--- src/hw/rtl/kdlr_pkg.sv ---
package kdlr_pkg;

  localparam int unsigned MAX_KEYS = 3;
  localparam int unsigned SLOTS = 2 * MAX_KEYS;
  localparam int unsigned SEL_W = 3;
  localparam int unsigned CFG_IDX_W = 3;
  localparam int unsigned CFG_DATA_W = 16;
  localparam int unsigned CODE_W = 4;

  localparam logic [CFG_IDX_W-1:0] REG_LONG_TIME_KEY0 = 3'd0;
  localparam logic [CFG_IDX_W-1:0] REG_REPEAT_SPEED_KEY0 = 3'd3;

  localparam logic [15:0] LONG_TIME_RESET = 16'd100;
  localparam logic [7:0] REPEAT_SPEED_RESET = 8'd0;
  localparam logic [7:0] REPEAT_COUNT_MAX = 8'd255;

  typedef struct packed {
    logic                  we;
    logic [CFG_IDX_W-1:0]  index;
    logic [CFG_DATA_W-1:0] data;
  } cfg_wr_t;

  typedef struct packed {
    logic              first_valid;
    logic [CODE_W-1:0] first_code;
    logic              second_valid;
    logic [CODE_W-1:0] second_code;
  } lane_evt_t;

  function automatic logic [CODE_W-1:0] code_down(input int unsigned k);
    return CODE_W'(3 * k + 1);
  endfunction

  function automatic logic [CODE_W-1:0] code_up(input int unsigned k);
    return CODE_W'(3 * k + 2);
  endfunction

  function automatic logic [CODE_W-1:0] code_long(input int unsigned k);
    return CODE_W'(3 * k + 3);
  endfunction

endpackage

--- src/hw/rtl/key_debounce_long_repeat.sv ---
// Debounces up to three keys and turns presses into key events. Each input beat is one scan
// tick; every key has its own lane that filters the raw level, tracks hold time and repeat
// spacing, and can raise up to two events per tick. A tick is taken whenever the
// two-entry event buffer has room, so ticks may follow back to back; the events of one tick
// then leave one beat per cycle on the output while m_axis_tready is high, key 0 first and
// a key's down code before its long or repeat code, with tlast on the last event of the
// tick. A tick that raises no event gives no output beat. A tick raises at most six events,
// and the output port sets the sustained rate. Registers 0 to 2 are the long-press times
// and 3 to 5 the repeat spacings of keys 0 to 2; write them only while the block is idle.
module key_debounce_long_repeat #(
  parameter int KEYS = 3,
  parameter int FILTER_TICKS = 5
) (
  input  logic        clk,
  input  logic        rst,
  input  logic        s_axis_tvalid,
  output logic        s_axis_tready,
  input  logic [7:0]  s_axis_tdata,   // key_down[2:0], zero[7:3]
  output logic        m_axis_tvalid,
  input  logic        m_axis_tready,
  output logic [7:0]  m_axis_tdata,   // event_code[3:0], stable_states[6:4], zero[7]
  output logic        m_axis_tlast,
  input  logic        cfg_we,
  input  logic [kdlr_pkg::CFG_IDX_W-1:0]  cfg_index,
  input  logic [kdlr_pkg::CFG_DATA_W-1:0] cfg_data
);
  import kdlr_pkg::*;

  cfg_wr_t             cfg;
  lane_evt_t           evts [MAX_KEYS];
  logic [MAX_KEYS-1:0] stable;
  logic                tick;
  logic [CODE_W-1:0]   out_code;
  logic [MAX_KEYS-1:0] out_stable;

  assign cfg = '{we: cfg_we, index: cfg_index, data: cfg_data};
  assign tick = s_axis_tvalid && s_axis_tready;

  for (genvar k = 0; k < MAX_KEYS; k++) begin : g_lane
    if (k < KEYS) begin : g_used
      kdlr_lane #(
        .KEY_INDEX(k),
        .FILTER_TICKS(FILTER_TICKS)
      ) u_lane (
        .clk(clk),
        .rst(rst),
        .tick(tick),
        .raw(s_axis_tdata[k]),
        .cfg(cfg),
        .evt(evts[k]),
        .pressed_next(stable[k])
      );
    end else begin : g_unused
      assign evts[k] = '0;
      assign stable[k] = 1'b0;
    end
  end

  kdlr_merge u_merge (
    .clk(clk),
    .rst(rst),
    .push_tick(tick),
    .evts(evts),
    .stable(stable),
    .space(s_axis_tready),
    .out_valid(m_axis_tvalid),
    .out_ready(m_axis_tready),
    .out_code(out_code),
    .out_stable(out_stable),
    .out_last(m_axis_tlast)
  );

  assign m_axis_tdata = {1'b0, out_stable, out_code};

  a_full_has_output: assert property (@(posedge clk) disable iff (rst)
    !s_axis_tready |-> m_axis_tvalid)
    else $error("event buffer full with nothing to send");

  a_code_range: assert property (@(posedge clk) disable iff (rst)
    m_axis_tvalid |-> (m_axis_tdata[3:0] != 4'd0) && (m_axis_tdata[3:0] <= 4'(3 * KEYS)))
    else $error("event code outside the keys in use");

  a_unused_stable: assert property (@(posedge clk) disable iff (rst)
    m_axis_tvalid |-> ((m_axis_tdata[6:4] >> KEYS) == 3'd0))
    else $error("stable bit set for a key that is not in use");

  a_hold_beat: assert property (@(posedge clk) disable iff (rst)
    m_axis_tvalid && !m_axis_tready |=> m_axis_tvalid && $stable(m_axis_tdata))
    else $error("stalled event beat changed");

endmodule

--- src/hw/rtl/kdlr_lane.sv ---
module kdlr_lane #(
  parameter int KEY_INDEX = 0,
  parameter int FILTER_TICKS = 5
) (
  input  logic              clk,
  input  logic              rst,
  input  logic              tick,
  input  logic              raw,
  input  kdlr_pkg::cfg_wr_t cfg,
  output kdlr_pkg::lane_evt_t evt,
  output logic              pressed_next
);
  import kdlr_pkg::*;

  localparam logic [7:0] FILT = 8'(FILTER_TICKS);
  localparam logic [7:0] TOP = 8'(2 * FILTER_TICKS);
  localparam logic [7:0] DC_RESET = 8'(FILTER_TICKS / 2);

  logic [7:0]  debounce_count, debounce_count_next;
  logic        key_pressed;
  logic [15:0] hold_count, hold_count_next;
  logic [7:0]  repeat_count, repeat_count_next;
  logic [7:0]  repeat_inc;
  logic [15:0] long_time;
  logic [7:0]  repeat_speed;
  logic        hit_long, hit_repeat;

  assign hit_long = cfg.we && (cfg.index == REG_LONG_TIME_KEY0 + CFG_IDX_W'(KEY_INDEX));
  assign hit_repeat = cfg.we && (cfg.index == REG_REPEAT_SPEED_KEY0 + CFG_IDX_W'(KEY_INDEX));

  always_comb begin
    debounce_count_next = debounce_count;
    pressed_next = key_pressed;
    hold_count_next = hold_count;
    repeat_count_next = repeat_count;
    repeat_inc = (repeat_count < REPEAT_COUNT_MAX) ? repeat_count + 8'd1 : repeat_count;
    evt = '0;
    if (raw) begin
      if (debounce_count < FILT) begin
        debounce_count_next = FILT;
      end else if (debounce_count < TOP) begin
        debounce_count_next = debounce_count + 8'd1;
      end else begin
        if (!key_pressed) begin
          pressed_next = 1'b1;
          evt.first_valid = 1'b1;
          evt.first_code = code_down(KEY_INDEX);
        end
        if (long_time != '0) begin
          if (hold_count < long_time) begin
            hold_count_next = hold_count + 16'd1;
            if (hold_count_next == long_time) begin
              evt.second_valid = 1'b1;
              evt.second_code = code_long(KEY_INDEX);
            end
          end else if (repeat_speed != '0) begin
            if (repeat_inc >= repeat_speed) begin
              repeat_count_next = '0;
              evt.second_valid = 1'b1;
              evt.second_code = code_down(KEY_INDEX);
            end else begin
              repeat_count_next = repeat_inc;
            end
          end
        end
      end
    end else begin
      if (debounce_count > FILT) begin
        debounce_count_next = FILT;
      end else if (debounce_count != '0) begin
        debounce_count_next = debounce_count - 8'd1;
      end else if (key_pressed) begin
        pressed_next = 1'b0;
        evt.first_valid = 1'b1;
        evt.first_code = code_up(KEY_INDEX);
      end
      hold_count_next = '0;
      repeat_count_next = '0;
    end
  end

  always_ff @(posedge clk) begin
    if (rst) begin
      debounce_count <= DC_RESET;
      key_pressed <= 1'b0;
      hold_count <= '0;
      repeat_count <= '0;
      long_time <= LONG_TIME_RESET;
      repeat_speed <= REPEAT_SPEED_RESET;
    end else begin
      if (tick) begin
        debounce_count <= debounce_count_next;
        key_pressed <= pressed_next;
        hold_count <= hold_count_next;
      end
      if (hit_long) begin
        long_time <= cfg.data;
      end
      if (hit_repeat) begin
        repeat_speed <= cfg.data[7:0];
      end
      if (hit_long || hit_repeat) begin
        repeat_count <= '0;
      end else if (tick) begin
        repeat_count <= repeat_count_next;
      end
    end
  end

endmodule

--- src/hw/rtl/kdlr_merge.sv ---
module kdlr_merge (
  input  logic                    clk,
  input  logic                    rst,
  input  logic                    push_tick,
  input  kdlr_pkg::lane_evt_t     evts [kdlr_pkg::MAX_KEYS],
  input  logic [kdlr_pkg::MAX_KEYS-1:0] stable,
  output logic                    space,
  output logic                    out_valid,
  input  logic                    out_ready,
  output logic [kdlr_pkg::CODE_W-1:0] out_code,
  output logic [kdlr_pkg::MAX_KEYS-1:0] out_stable,
  output logic                    out_last
);
  import kdlr_pkg::*;

  logic [SLOTS-1:0]    rec_mask [2];
  logic [CODE_W-1:0]   rec_code [2][SLOTS];
  logic [MAX_KEYS-1:0] rec_stable [2];
  logic                wr_ptr, rd_ptr;
  logic [1:0]          count, count_next;

  logic [SLOTS-1:0]    new_mask, head_mask;
  logic [CODE_W-1:0]   new_code [SLOTS];
  logic [SEL_W-1:0]    sel;
  logic                found, push, take, pop;

  always_comb begin
    for (int k = 0; k < MAX_KEYS; k++) begin
      new_mask[2*k] = evts[k].first_valid;
      new_mask[2*k+1] = evts[k].second_valid;
      new_code[2*k] = evts[k].first_code;
      new_code[2*k+1] = evts[k].second_code;
    end
  end

  always_comb begin
    head_mask = rec_mask[rd_ptr];
    sel = '0;
    found = 1'b0;
    for (int i = 0; i < SLOTS; i++) begin
      if (!found && head_mask[i]) begin
        sel = SEL_W'(i);
        found = 1'b1;
      end
    end
  end

  assign space = (count != 2'd2);
  assign out_valid = (count != 2'd0);
  assign out_code = rec_code[rd_ptr][sel];
  assign out_stable = rec_stable[rd_ptr];
  assign out_last = ((head_mask & (head_mask - SLOTS'(1))) == '0);

  assign push = push_tick && (new_mask != '0);
  assign take = out_valid && out_ready;
  assign pop = take && out_last;
  assign count_next = count + {1'b0, push} - {1'b0, pop};

  always_ff @(posedge clk) begin
    if (rst) begin
      count <= '0;
      wr_ptr <= 1'b0;
      rd_ptr <= 1'b0;
    end else begin
      count <= count_next;
      if (push) begin
        wr_ptr <= ~wr_ptr;
      end
      if (pop) begin
        rd_ptr <= ~rd_ptr;
      end
    end
  end

  always_ff @(posedge clk) begin
    if (take && !out_last) begin
      rec_mask[rd_ptr][sel] <= 1'b0;
    end
    if (push) begin
      rec_mask[wr_ptr] <= new_mask;
      rec_code[wr_ptr] <= new_code;
      rec_stable[wr_ptr] <= stable;
    end
  end

endmodule

--- config.mk ---
export PLATFORM = sky130hd
export DESIGN_NAME = key_debounce_long_repeat
export DESIGN_NICKNAME = d
export VERILOG_FILES = /design/src/hw/rtl/kdlr_pkg.sv /design/src/hw/rtl/key_debounce_long_repeat.sv /design/src/hw/rtl/kdlr_lane.sv /design/src/hw/rtl/kdlr_merge.sv
export SDC_FILE = /design/constraint.sdc
export NUM_CORES = 1
export LEC_CHECK = 0
export BUFFER_PORTS_ARGS = -buffer_cell sky130_fd_sc_hd__buf_2
export CAP_MARGIN = 20
export CORE_UTILIZATION = 45
export CTS_BUF_LIST = sky130_fd_sc_hd__clkbuf_8
export CTS_CLUSTER_DIAMETER = 120
export DETAILED_ROUTE_END_ITERATION = 10
export GPL_TIMING_DRIVEN = 0
export HOLD_SLACK_MARGIN = 0.12
export SYNTH_ARGS = -nofsm -noshare
export SYNTH_HDL_FRONTEND = slang
export SYNTH_HIERARCHICAL = 1
export SYNTH_SLANG_ARGS = --single-unit
--- constraint.sdc ---
create_clock -name clk -period 5.4 [get_ports clk]
set_clock_uncertainty 0.15 [all_clocks]
set_input_delay 1.08 -clock clk [delete_from_list [all_inputs] [get_ports clk]]
set_output_delay 1.08 -clock clk [all_outputs]
set_load 0.01 [all_outputs]
==> results of run 1 <==
==> critical path: cells and delay by family, from the launching register on <==
family,cells,cell delay [ps]
compound gates,5,1620
fa+ha+maj,2,540
buf+inv,5,780
flops,1,360
simple gates,6,1510
==> Yosys cell counts (all sizes together), types with 16 or more instances <==
master / number
or3: 33
nand2b: 16
o211ai: 35
nand3: 70
ha: 92
clkbuf: 55
mux2i: 24
o21ai: 66
xor2: 22
mux2: 17
dfxtp: 176
nor3: 40
nand4: 42
xnor2: 51
buf: 43
nor4: 32
o21a: 16
a21o: 19
or4: 23
edfxtp: 66
and3: 27
inv: 118
nor2: 108
nand2: 232
a21oi: 178
==> metrics by stage <==
step	TNS (ps)	hold slack [ps]	total power [W]
CTS	0	321	0.00458
floorplan	0	290	0.00251
global route	-1580	345	0.00475
detailed placement	-16820	313	0.00275
global placement	-61930	308	0.00273
finish	0	317	0.00454
==> power groups by stage <==
| stage | clock network [W] | registers, W | logic (W) |
|---|---|---|---|
| 5_1_grt | 0.00194 | 0.00201 | 0.000803 |
| 3_5_place_dp | 0 | 0.00205 | 0.000704 |
| 4_1_cts | 0.00186 | 0.00201 | 0.000713 |
| 2_1_floorplan | 0 | 0.00202 | 0.000487 |
| 3_3_place_gp | 0 | 0.00204 | 0.000685 |
| 6_report | 0.00181 | 0.00201 | 0.000722 |
==> cell type report <==
type	instances	share of cell area (%)
Buffer	96	2.83
Sequential cell	242	32.4
Multi-Input combinational cell	1369	51.9
Inverter	118	2.63
Clock buffer	56	4.53
Timing Repair Buffer	42	1.55
Tap cell	442	3.25
Clock inverter	28	0.935
==> final timing paths <==
kind | endpoint | slack (ps)
max | u_merge/rec_code[0][19]$_DFFE_PP_ | 230
min | g_lane[0].g_used.u_lane/repeat_speed[2]$_SDFFE_PP0P_ | 320
max reg2reg | u_merge/rec_code[0][19]$_DFFE_PP_ | 230
min reg2reg | g_lane[0].g_used.u_lane/repeat_speed[2]$_SDFFE_PP0P_ | 320
==> sequential cells by signal (all words and copies together) (netlist names), named ones only <==
name and cells:
g_lane.g_used.u_lane/hold_count 48, g_lane.g_used.u_lane/long_time 48, u_merge/rec_code 48, g_lane.g_used.u_lane/debounce_count 24, g_lane.g_used.u_lane/repeat_count 24, g_lane.g_used.u_lane/repeat_speed 24, u_merge/rec_mask 12, u_merge/rec_stable 6
g_lane.g_used.u_lane/key_pressed 3, u_merge/count 2, u_merge/rd_ptr 1, u_merge/wr_ptr 1
==> repair_timing <==
| action | in CTS | in global routing |
|---|---|---|
| endpoints found under the setup margin | 61 | 60 |
| pin swaps | 0 | 1 |
| gates resized for setup | 4 | 6 |
| cloned | 0 | 0 |
| setup buffers | 1 | 2 |
| endpoints found under the hold margin | 0 | 0 |
==> routing by layer <==
metal  vias to the layer above  share of wire (%)  routed length (um)
met1                      6563                 47               20000
li1                       6824                  -                   -
met5                         -                  0                   0
met4                         0                1.8                 775
met3                        67                6.4                2730
met2                       403                 45               19300
==> layout by cell type (no fill, tap or decap), types with 19 or more instances in the layout <==
cell type,netlist,layout
and3_1,26,26
mux2i_1,24,24
o21ai_0,62,61
a21o_1,19,19
or3_1,30,30
a21oi_1,177,177
or4_1,20,20
nand4_1,39,39
buf_2,14,51
buf_4,19,22
xnor2_1,51,51
ha_1,92,91
nor3_1,37,37
dfxtp_1,176,176
inv_1,118,131
clkbuf_8,1,57
nand2_1,230,230
xor2_1,22,22
edfxtp_1,66,66
o211ai_1,35,35
clkbuf_1,50,48
nor4_1,31,31
nand3_1,70,70
nor2_1,108,106
==> cells by family after synthesis <==
logic type      count (synthesis)  share of synthesized area (%)
compound gates                444                           18.7
xor+xnor                       73                           4.21
fa+ha+maj                      92                           7.57
buf+inv                       216                           6.13
flops                         242                           36.2
mux                            41                           2.86
other cells                     3                         0.0741
simple gates                  710                           24.2
==> metrics list, run 1 <==
* Status: finished, final reports clean
- At the placement stage, the worst setup path has a slack of -604 ps.
- Dividing total power by cell area gives a power density of 267 mW/mm^2.
- Hold Crit Depth: 2
* Final routed wirelength across all metal layers: 42800 um
- Worst relative slew slack: 32.4%
- Placer Congestion: 0.900
- For this run, global-route usage on met3 was measured as 3.74%.
- Measured along the x axis, the die boundary spans 186 um.
* Max frequency: 0.193 GHz
- Total area of sequential cells: 0.00551 sq mm
- Combined global-route utilization of all metal layers: 25.1%
- The die covers 0.0345 sq mm.
- The longest clock path from root to sink contains 3 buffers.
* MaxCap Viol Count: 0
- Hold Path Class: reg2reg
* Type of element capturing the critical path: flop
- Share of the core filled with cells: 51.7%
- The core region is 0.0329 sq mm.
* Delay of the slowest critical-path stage: 580 ps
- The placed instances occupy a cell area of 0.0160 sq mm.
- Averaged over all synthesized cells, the footprint is 8.35 sq um.
- Start of the worst register-to-register path: g_lane[0].g_used.u_lane/repeat_count[0]$_SDFFE_PP0P_
* Boundary pin count: 43
- Summing every instance area after synthesis gives 0.0152 sq mm.
- Depth of the most critical reg-to-reg path: 18
- Wire length of the first global-routing pass: 68200 um
- dfxtp_1 takes more of the synthesized area than any other cell.
* Reg clk slew, reported paths: 60 ps
- Of the synthesized area, sequential elements account for 36.2%.
- The cell that appears most often on the critical path is buf_4.
- Along the worst path, the maximum fanout reaches 8.
- The synthesized design contains 242 register bits.
* Slew @ Worst Pin: 1010 ps
- The via count of the first global-routing pass came to 12902.
* Fraction of final layout cells with drive strength greater than 1: 11.0%
* Maximum resistive drop on vdd: 0.180 mV
- Combinational fraction of design power: 15.9%
- Post-DRT Antenna Nets: 0
- Setup ws final: 226 ps
- Setup violations, final: 0
- Cell at the root of the clock tree: clkbuf_8
* Overflow after GRT: 0
- Max-slew violations: 0
- Standby leakage power: 6.42 nW
- Global routing's busiest layer: met2
- After the flow finishes, the layout carries non-filler instances totaling 2393.
- Pin count of the biggest net entering global routing: 21
* Internal power summed over all cells: 0.00319 W
- After the last flow step, the layout net total stands at 2038.
- Area added between synthesis and finish: 11.8%
- The clock network burns 39.9% of the power.
* Placed cells: 2307
- By startpoint and endpoint, the worst setup path is classified as reg2reg.
- The final hold violation count was 0.
* Cell breakdown of the critical path: ha_1, and3_1, and3_1, and2_1, o21bai_1, inv_1, ha_1, a2111oi_1, o21a_1, nor2_1, a31o_2, buf_4, or4_1, o31ai_4, buf_4, nand2b_2, clkinvlp_4, buf_4
* Number of port buffers: 36
- Share of total power consumed by net switching: 29.6%
- After detailed routing, the number of vias per cell comes to 5.79.
* Main area contributors after synthesis: dfxtp_1, edfxtp_1, ha_1
- Period Utilization, post-route: 95.8%
* Final non-filler cell area: 0.0170 sq mm
- Shortest period the worst path allows: 5170 ps
- Synthesis handed over a netlist of 1821 instances.
- The clock drives 242 sinks.
- After clock tree synthesis, the flow added hold-fix buffers numbering 0.
- CTS tree: done
- In this run the vertical extent of the chip is 186 um.
* Number of filler instances in the final layout: 3170
* Synth Warn #: 6
- Total vias in the final route: 13857
* Crit path launch type: flop
- Arrival time worst endpoint: 5350 ps
- First drt pass iteration count: 5
* Starting density of the core: 46.2%
* Final HPWL DP: 31400 um
* Fraction of power consumed by sequential logic: 44.2%
- Clock tree synthesis inserted a total of 45 buffers.
- After synthesis, the largest area contributor takes up 23.2% of total cell area.
* Residual DRC: 0
* Diodes inserted: 0
- Total number of placement rows: 66
- The startpoint identified for the worst hold timing path is g_lane[0].g_used.u_lane/repeat_speed[2]$_SDFFE_PP0P_.
- In this run the power spent charging and discharging nets is 0.00134 W.
- The H-tree was split into 2 levels.
- Critical path required time: 5580 ps
* Synth unique cells: 96
- In the synthesized netlist the async set-or-reset flop fraction comes to 0%.
* Routed len/inst: 17.9 um
- Initial antenna violation count: 0
- In this run, the number of DRC markers left after iteration 0 of detailed routing was 1065.
- In the global route stage, met2 resource usage came out at 40.5%.
- Number of enable-type register cells in the synthesized netlist: 66
* Multi-input combinational cell area: 0.00882 sq mm
* GRT met1 Usage: 34.8%
* Clock network latency to the later pin of the worst-skew pair: 590 ps
- The slowest stage of the critical path is the or4_1 cell.
- Launching element of the worst setup path: g_lane[0].g_used.u_lane/repeat_count[0]$_SDFFE_PP0P_
* Most used flip-flop cell after synthesis: dfxtp_1
(Power assumes the default switching activity.)
==> run 2: changes to the inputs <==
--- a/config.mk
+++ b/config.mk
@@ -10,8 +10,8 @@
 export CORE_UTILIZATION = 45
 export CTS_BUF_LIST = sky130_fd_sc_hd__clkbuf_8
 export CTS_CLUSTER_DIAMETER = 120
+export CTS_CLUSTER_SIZE = 25
 export DETAILED_ROUTE_END_ITERATION = 10
-export GPL_TIMING_DRIVEN = 0
 export HOLD_SLACK_MARGIN = 0.12
 export SYNTH_ARGS = -nofsm -noshare
 export SYNTH_HDL_FRONTEND = slang
==> constraint.sdc (replaced) <==
create_clock -name clk -period 5.1 [get_ports clk]
set_clock_uncertainty 0.15 [all_clocks]
set_input_delay 1.02 -clock clk [delete_from_list [all_inputs] [get_ports clk]]
set_output_delay 1.02 -clock clk [all_outputs]
set_load 0.01 [all_outputs]
==> run 2 against run 1 <==
  * Global-route usage is 2.5 points lower
  * Wire length decreased by 9.2%
  * Die area stayed put
  * Power is 16% lower
  * Clock-buffer cell count decreased by 43
  * Register-to-register slack gained 90 ps
  * Largest cell class unchanged
  * Setup slack better by 95 ps
==> metrics list, run 2 (same netlist as run 1, synthesis figures left out) <==
- Number of filler instances in the final layout: 3279 (was 3170)
* Number of buffers created by CTS: 13 (was 45)
- The peak clock frequency supported by timing came to 0.209 GHz (was 0.193 GHz).
* Vias in the first global route: 12265 (was 12902)
* Overall power of the completed layout: 0.00380 W (was 0.00454 W)
* Type of element capturing the critical path: flop (unchanged)
- Maximum fanout count along the critical path: 5 (was 8)
- The kind of launch point of the worst setup path is a flop (unchanged).
* Commonest non-fill, non-tap cell in the layout: nand2_1 (unchanged)
- Combinational fraction of design power: 18.8% (was 15.9%)
- The internal portion of total power is 0.00265 W (was 0.00319 W).
* Standby leakage power: 5.91 nW (was 6.42 nW)
- Status: finished, final reports clean (unchanged).
- The clock-pin transition on the worst setup and hold timing paths is 160 ps (was 60 ps).
* Area added between synthesis and finish: 5.75% (was 11.8%)
- H-tree Lvls: 1 (was 2)
- The wire length per cell after detailed routing is 17.2 um (was 17.9 um).
- The setup slack after layout is 321 ps (was 226 ps).
- The post-route clock period utilization was 93.7% (was 95.8%).
- The sequential cell area came to 0.00551 sq mm (about the same).
- Critical path required time: 5360 ps (was 5580 ps)
- The arrival time at the worst endpoint is 5040 ps (was 5350 ps).
* Setup Buffers After CTS: 0 (was 1)
- The post-route setup TNS was 0 ps (unchanged).
- The die boundary width is 186 um (unchanged).
- The total number of vias was 13200 (was 13857).
- MaxCap Viol Count: 0 (unchanged)
- The vertical die dimension is 186 um (unchanged).
- The post-layout net count is 1939 (was 2038).
- The post-route DRC violation count was 0 (unchanged).
- Multi-input combinational cell area: 0.00886 sq mm (was 0.00882 sq mm)
- The switching fraction of total power is 30.1% (was 29.6%).
* Cell at the root of the clock tree: clkbuf_8 (unchanged)
* Fraction of power consumed by sequential logic: 56.0% (was 44.2%)
- The max-slew headroom at the worst pin was 33.7% (was 32.4%).
- The global-route wire length before repair is 63200 um (was 68200 um).
- The number of vias per cell was 5.84 (was 5.79).
* Pin count of the biggest net entering global routing: 63 (was 21)
- Setup repair after global routing left no endpoint under its margin.
* Biggest registers after layout: g_lane.g_used.u_lane/hold_count x48, g_lane.g_used.u_lane/long_time x48, u_merge/rec_code x48 (unchanged)
- The post-route antenna net violation count was 0 (unchanged).
* Hold violation total from the final report: 0 (unchanged)
- The number of rows created at floorplan is 66 (unchanged).
- Total clock sinks: 242 (unchanged)
* Maximum clock insertion buffer count: 3 (unchanged)
* First drt pass iteration count: 5 (unchanged)
- Overflow after GRT: 0 (unchanged)
* Shortest period the worst path allows: 4780 ps (was 5170 ps)
* Critical path start-end classification: reg2reg (unchanged)
- Number of port buffers: 36 (unchanged)
* Fraction of final layout cells with drive strength greater than 1: 8.69% (was 11.0%)
- Maximum resistive drop on vdd: 0.185 mV (was 0.180 mV)
- Portion of total power attributed to the clock network: 25.1% (was 39.9%)
- The final number of setup-violating endpoints was 0 (unchanged).
* Slew @ Worst Pin: 985 ps (was 1010 ps)
- Initial antenna violation count: 2 (was 0)
- The combined global-route utilization of all metal layers was 22.6% (was 25.1%).
- The effective utilization at floorplan was 46.2% (unchanged).
- The weighted congestion at the end of routability-driven global placement was 0.907 (was 0.900).
- Commonest non-fill, non-tap cells in the layout: nand2_1, a21oi_1, dfxtp_1 (unchanged)
* Final routed wirelength across all metal layers: 38900 um (was 42800 um)
- Total power divided by cell area: 236 mW/mm^2 (was 267 mW/mm^2)
* Boundary pin count: 43 (unchanged)
- Hold Path Class: reg2reg (unchanged)
- Area enclosed by the die boundary: 0.0345 sq mm (unchanged)
- The insertion delay to the later sink of the worst-skew pair was 540 ps (was 590 ps).
- Final HPWL DP: 28800 um (was 31400 um)
* Drt first-iter violations: 774 (was 1065)
- The TritonCTS clock tree is done (unchanged).
- Switching power: 0.00114 W (was 0.00134 W)
* Post-placement worst setup slack: 55.8 ps (was -604 ps)
- The area of the core was 0.0329 sq mm (unchanged).
- Max-slew violations: 0 (unchanged)
==> run 2: changes by cell type in the layout (fill, tap and decap cells not counted), sizes merged <==
| cell | before | now |
|---|---|---|
| clkinv | 10 | 0 |
| clkbuf | 109 | 13 |
| clkinvlp | 2 | 0 |
| diode | 0 | 1 |
| buf | 85 | 71 |
| inv | 133 | 122 |
| bufinv | 1 | 2 |
==> run 2: routing by layer <==
| layer | share of wire (%) | wire length (um) | GRT usage [%] | vias up |
|---|---|---|---|---|
| met5 | 0.021 | 8 | 0 | - |
| met4 | 2.1 | 834 | 5.57 | 2 |
| met3 | 4.8 | 1850 | 2.48 | 50 |
| met2 | 47 | 18200 | 38.0 | 321 |
| met1 | 46 | 18000 | 30.8 | 6242 |
| li1 | - | - | - | 6585 |
==> run 2: worst max-delay path, cell delays in order, from the launching register on <==
cell,delay [ps]
dfxtp_1,380
ha_1,230
and3_1,230
and3_1,230
and2_1,170
o21bai_1,180
inv_1,70
ha_1,290
a2111oi_0,410
buf_4,190
o21a_1,100
nor2_1,50
a31o_2,280
or4_1,580
o31ai_4,240
ha_1,270
inv_1,50
ha_1,150
xor2_1,200
xnor2_1,150
nor2_1,50
==> run 2: layout make-up <==
type	count	area share (%)
sequential	242	34.3
tap	442	3.44
timing repair buffer	71	2.85
inverter	118	2.76
clock buffer	13	1.11
antenna	1	0.0156
multi-input combinational	1369	55.1
clock inverter	6	0.467
==> run 2: path summary, 6_finish.rpt <==
path	startpoint	endpoint	slack, ps	cells after the start
worst max-delay path	g_lane[0].g_used.u_lane/repeat_count[0]$_SDFFE_PP0P_	u_merge/count[1]$_SDFF_PP0_	320	20
worst min-delay path	g_lane[0].g_used.u_lane/debounce_count[4]$_SDFFE_PP0P_	g_lane[0].g_used.u_lane/debounce_count[4]$_SDFFE_PP0P_	330	2
worst max register to register	g_lane[0].g_used.u_lane/repeat_count[0]$_SDFFE_PP0P_	u_merge/count[1]$_SDFF_PP0_	320	20
worst min register to register	g_lane[0].g_used.u_lane/debounce_count[4]$_SDFFE_PP0P_	g_lane[0].g_used.u_lane/debounce_count[4]$_SDFFE_PP0P_	330	2
==> run 2: power by group through the flow <==
stage	clock network (W)	logic (W)	registers [W]
floorplan	0	0.000516	0.00214
global placement	0	0.000698	0.00217
detailed placement	0	0.000705	0.00217
CTS	0.000994	0.000709	0.00213
global route	0.00105	0.000796	0.00214
finish	0.000954	0.000715	0.00213
==> run 2: stage by stage <==
| stage | hold WS [ps] | util (%) | cell area [sq um] | std cells |
|---|---|---|---|---|
| 2_1_floorplan | 290 | - | 15200 | 1827 |
| 3_3_place_gp | 307 | 48.0 | 15800 | 2242 |
| 3_5_place_dp | 312 | 48.0 | 15800 | 2242 |
| 4_1_cts | 333 | 48.8 | 16000 | 2261 |
| 5_1_grt | 356 | 48.9 | 16100 | 2261 |
| 6_report | 329 | 48.9 | 16100 | 2262 |
==> run 2: what timing repair did <==
item,CTS,global route
endpoints found under the hold margin,0,0
endpoints found under the setup margin,0,68
gates resized for setup,0,9
hold buffers,0,0
==> run 3: changes to the inputs <==
--- a/config.mk
+++ b/config.mk
@@ -5,11 +5,12 @@
 export SDC_FILE = /design/constraint.sdc
 export NUM_CORES = 1
 export LEC_CHECK = 0
+export ABC_AREA = 1
 export BUFFER_PORTS_ARGS = -buffer_cell sky130_fd_sc_hd__buf_2
 export CAP_MARGIN = 20
 export CORE_UTILIZATION = 45
 export CTS_BUF_LIST = sky130_fd_sc_hd__clkbuf_8
-export CTS_CLUSTER_DIAMETER = 120
+export CTS_CLUSTER_DIAMETER = 200
 export CTS_CLUSTER_SIZE = 25
 export DETAILED_ROUTE_END_ITERATION = 10
 export HOLD_SLACK_MARGIN = 0.12
==> run 3 against run 2 <==
  * Hold slack improved by 2.1 ps
  * Sequential cell count unchanged
  * Non-clock buffer count decreased by 23
  * Register-to-register slack improved by 510 ps
  * Combinational power increased to 4.0 times the previous value
  * Die area increased by 2.5%
  * Global-route usage increased by 0.11 points
  * Critical endpoint unchanged
  * Largest cell class unchanged
==> metrics list, run 3 <==
- Setup ws final: 835 ps (was 321 ps)
- The post-detailed-placement cell area came to 0.0160 sq mm (was 0.0158 sq mm).
- The post-route antenna net violation count came to 0 (unchanged).
- Sequential cell area fraction in the yosys report: 35.3% (was 36.2%)
- Area of the placeable core: 0.0338 sq mm (was 0.0329 sq mm)
- The I/O pin count came to 43 (unchanged).
- Biggest registers after layout: g_lane.g_used.u_lane/hold_count x48, g_lane.g_used.u_lane/long_time x48, u_merge/rec_code x48 (unchanged)
- The final hold violation count was 0 (unchanged).
- The number of setup buffers added after CTS came to 0 (unchanged).
- The kind of launch point of the worst setup path is a flop (unchanged).
* Unrepaired setup endpoints after global routing: false (unchanged)
* Die X: 188 um (was 186 um)
- The number of enable flip-flop cells after synthesis came to 66 (unchanged).
* Number of cells in the finished layout apart from fillers: 2713 (was 2262)
* Hold Crit Depth: 2 (unchanged)
- Main area contributors after synthesis: dfxtp_1, nand2_1, edfxtp_1 (was dfxtp_1, edfxtp_1, ha_1).
* Maximum clock insertion buffer count: 3 (unchanged)
- Yosys reg bits: 242 (unchanged)
- Max frequency: 0.234 GHz (was 0.209 GHz)
- The delay of the slowest cell on the worst path came to 380 ps (was 580 ps).
* Area enclosed by the die boundary: 0.0354 sq mm (was 0.0345 sq mm)
- # resized after CTS: 0 (unchanged)
- The final worst hold slack is 331 ps (was 329 ps).
- The number of warnings reported in the yosys synthesis log was 6 (unchanged).
- The fraction of layout cells with a size suffix above 1 was 6.49% (was 8.69%).
- The static power due to leakage was 7.36 nW (was 5.91 nW).
* Diodes inserted: 0 (was 1)
- The total number of vias was 14006 (was 13200).
* Cell area after synthesis: 0.0156 sq mm (was 0.0152 sq mm)
- CTS tree: done (unchanged)
- Critical path start-end classification: reg2reg (unchanged)
* Placed cells: 2693 (was 2242)
- Area added between synthesis and finish: 4.13% (was 5.75%)
- Wire length of the first global-routing pass: 66400 um (was 63200 um)
- Mean Syn Cell Area: 6.89 sq um (was 8.35 sq um)
* Number of port buffers: 36 (unchanged)
* Depth of the most critical reg-to-reg path: 26 (was 20)
- Most numerous cell types in the synthesized netlist: nand2_1, nor2_1, inv_1 (was nand2_1, a21oi_1, dfxtp_1).
- The largest driver fanout on the critical path is 12 (was 5).
- Synth unique cells: 56 (was 96)
- The required time of the worst setup path came to 5400 ps (was 5360 ps).
- The max-cap check violation count is 0 (unchanged).
- Period Utilization, post-route: 83.6% (was 93.7%)
- The measured slew at the worst slew-check pin came to 936 ps (was 985 ps).
- The vertical die dimension was 188 um (was 186 um).
* Combined global-route utilization of all metal layers: 22.7% (was 22.6%)
- Pin count of the biggest net entering global routing: 47 (was 63)
* Initial antenna violation count: 0 (was 2)
* Final HPWL DP: 28600 um (was 28800 um)
- Slowest stage cell on the critical path: nor3_1 (was or4_1)
- Worst relative slew slack: 37.1% (was 33.7%)
- Final nets: 2384 (was 1939)
- The CTS H-tree depth is 1 (unchanged).
* Most common cell in the synthesized netlist: nand2_1 (unchanged)
- Commonest non-fill, non-tap cells in the layout: nand2_1, nor2_1, inv_1 (was nand2_1, a21oi_1, dfxtp_1)
- The post-route minimum period was 4270 ps (was 4780 ps).
* Arrival time worst endpoint: 4560 ps (was 5040 ps)
* Library cell occupying the most area in the post-synthesis netlist: dfxtp_1 (unchanged)
- Launch instance of the worst min-delay path: u_merge/wr_ptr$_SDFFE_PP0P_ (was g_lane[0].g_used.u_lane/debounce_count[4]$_SDFFE_PP0P_)
- Residual DRC: 0 (unchanged)
* First drt pass iteration count: 5 (unchanged)
- Post-synthesis cell count: 2262 (was 1821)
- The post-route setup TNS is 0 ps (unchanged).
- Post-placement worst setup slack: 922 ps (was 55.8 ps)
* Number of buffers created by CTS: 13 (unchanged)
* Number of filler instances in the final layout: 3470 (was 3279)
* Status: finished, final reports clean (unchanged)
* Setup slack, reg-to-reg: 830 ps (was 320 ps)
- Worst path most repeated cell: nand2_1 (was ha_1)
- Cell at the root of the clock tree: clkbuf_8 (unchanged)
* Overflow after GRT: 0 (unchanged)
- The cell area after layout was 0.0162 sq mm (was 0.0161 sq mm).
- The endpoint type of the worst setup path is a flop (unchanged).
* Starting density of the core: 46.1% (was 46.2%)
- The type of the most critical hold path was reg2reg (unchanged).
- The number of vias per cell came to 5.16 (was 5.84).
* Async set or reset register ratio after synthesis: 0% (unchanged)
* Clock network latency to the later pin of the worst-skew pair: 540 ps (about the same)
- The share of Yosys cell area claimed by the top area cell type came to 22.6% (was 23.2%).
- The max-slew violation count is 0 (unchanged).
- The clock-pin transition on the worst setup and hold timing paths was 150 ps (was 160 ps).
- The clock sink count was 242 (unchanged).
* Drt first-iter violations: 890 (was 774)
- The capture instance of the worst register-to-register path is u_merge/count[1]$_SDFF_PP0_ (unchanged).
- The number of rows created at floorplan is 67 (was 66).
- Routed len/inst: 14.4 um (was 17.2 um)
- The startpoint of the lowest-slack register-to-register path was g_lane[0].g_used.u_lane/repeat_count[0]$_SDFFE_PP0P_ (unchanged).
- The power per unit of standard cell area is 394 mW/mm^2 (was 236 mW/mm^2).
* Maximum resistive drop on vdd: 0.229 mV (was 0.185 mV)
- Commonest non-fill, non-tap cell in the layout: nand2_1 (unchanged)
- Final routed wirelength across all metal layers: 39100 um (was 38900 um)
* Placer Congestion: 0.872 (was 0.907)
* Most used flip-flop cell after synthesis: dfxtp_1 (unchanged)
* Vias in the first global route: 13319 (was 12265)
- Setup violations, final: 0 (unchanged)
- The cts-stage hold buffer count is 0 (unchanged).
- The worst hold path endpoint is u_merge/wr_ptr$_SDFFE_PP0P_ (was g_lane[0].g_used.u_lane/debounce_count[4]$_SDFFE_PP0P_).
-- run 3: cell types whose count changed after synthesis, moves of 32 or more --
cell     delta
a21oi_1    -32
inv_1     +158
nand2_1   +332
nand3_1   +118
nor2_1    +185
o21ai_0    +62
xnor2_1    -48
-- run 3: cells by family (layout without fill, tap and decap cells) --
| group | after synthesis | count (layout) | synth area share [%] |
|---|---|---|---|
| AO/OA/AOI/OAI | 335 | 335 | 11.9 |
| XOR/XNOR | 32 | 32 | 1.80 |
| adder cells (fa/ha/maj) | 92 | 92 | 7.38 |
| buffers and inverters | 368 | 365 | 9.90 |
| flip-flops | 242 | 242 | 35.3 |
| multiplexers | 11 | 11 | 0.706 |
| other | 3 | 9 | 0.0722 |
| AND/OR/NAND/NOR | 1179 | 1179 | 33.0 |
-- run 3: stage by stage --
step	util [%]	power (W)
5_1_grt	48.1	0.00703
4_1_cts	48.1	0.00646
2_1_floorplan	-	0.00492
6_report	48.1	0.00640
3_5_place_dp	47.4	0.00558
3_3_place_gp	47.4	0.00552
-- run 3: worst max path at each step --
stage          cells after the start                                   end                                            startpoint
6_report                          26           u_merge/count[1]$_SDFF_PP0_  g_lane[0].g_used.u_lane/repeat_count[0]$_SDFFE_PP0P_
5_1_grt                           23           u_merge/count[1]$_SDFF_PP0_  g_lane[0].g_used.u_lane/repeat_count[1]$_SDFFE_PP0P_
4_1_cts                           26           u_merge/count[1]$_SDFF_PP0_  g_lane[0].g_used.u_lane/repeat_count[0]$_SDFFE_PP0P_
3_5_place_dp                      18           u_merge/count[1]$_SDFF_PP0_                                       s_axis_tdata[1]
3_3_place_gp                      26           u_merge/count[1]$_SDFF_PP0_  g_lane[0].g_used.u_lane/repeat_count[0]$_SDFFE_PP0P_
2_1_floorplan                     22  u_merge/rec_mask[1][0]$_SDFFCE_PN0P_  g_lane[0].g_used.u_lane/repeat_count[0]$_SDFFE_PP0P_
-- run 3: report_power, final --
part	internal [W]	total [W]	switching (W)
registers	0.00237	0.00266	0.000293
logic	0.000979	0.00287	0.00189
clock network	0.000247	0.000866	0.000619
-- run 3: cell type report --
| class | instances | area [sq um] | area share, % |
|---|---|---|---|
| inverter | 297 | 1120 | 6.88 |
| timing repair buffer | 48 | 270 | 1.66 |
| tap | 448 | 561 | 3.45 |
| clock inverter | 7 | 35.0 | 0.216 |
| multi-input combinational | 1658 | 8560 | 52.8 |
| sequential | 242 | 5510 | 33.9 |
| clock buffer | 13 | 179 | 1.10 |
-- run 3: layer usage --
| layer | track usage [%] | share of wire (%) | vias up |
|---|---|---|---|
| met3 | 2.04 | 3.6 | 58 |
| met5 | 0 | 0 | - |
| li1 | - | - | 7337 |
| met1 | 31.1 | 49 | 6361 |
| met4 | 6.50 | 2.6 | 0 |
| met2 | 38.0 | 45 | 250 |
-- run 3: critical path: cells and delay by family (launching register included) --
family                   cells  cell delay [ps]
XOR/XNOR                     1              130
flip-flops                   1              360
AND/OR/NAND/NOR             11             1570
adder cells (fa/ha/maj)      4             1010
buffers and inverters        6              460
AO/OA/AOI/OAI                4              490
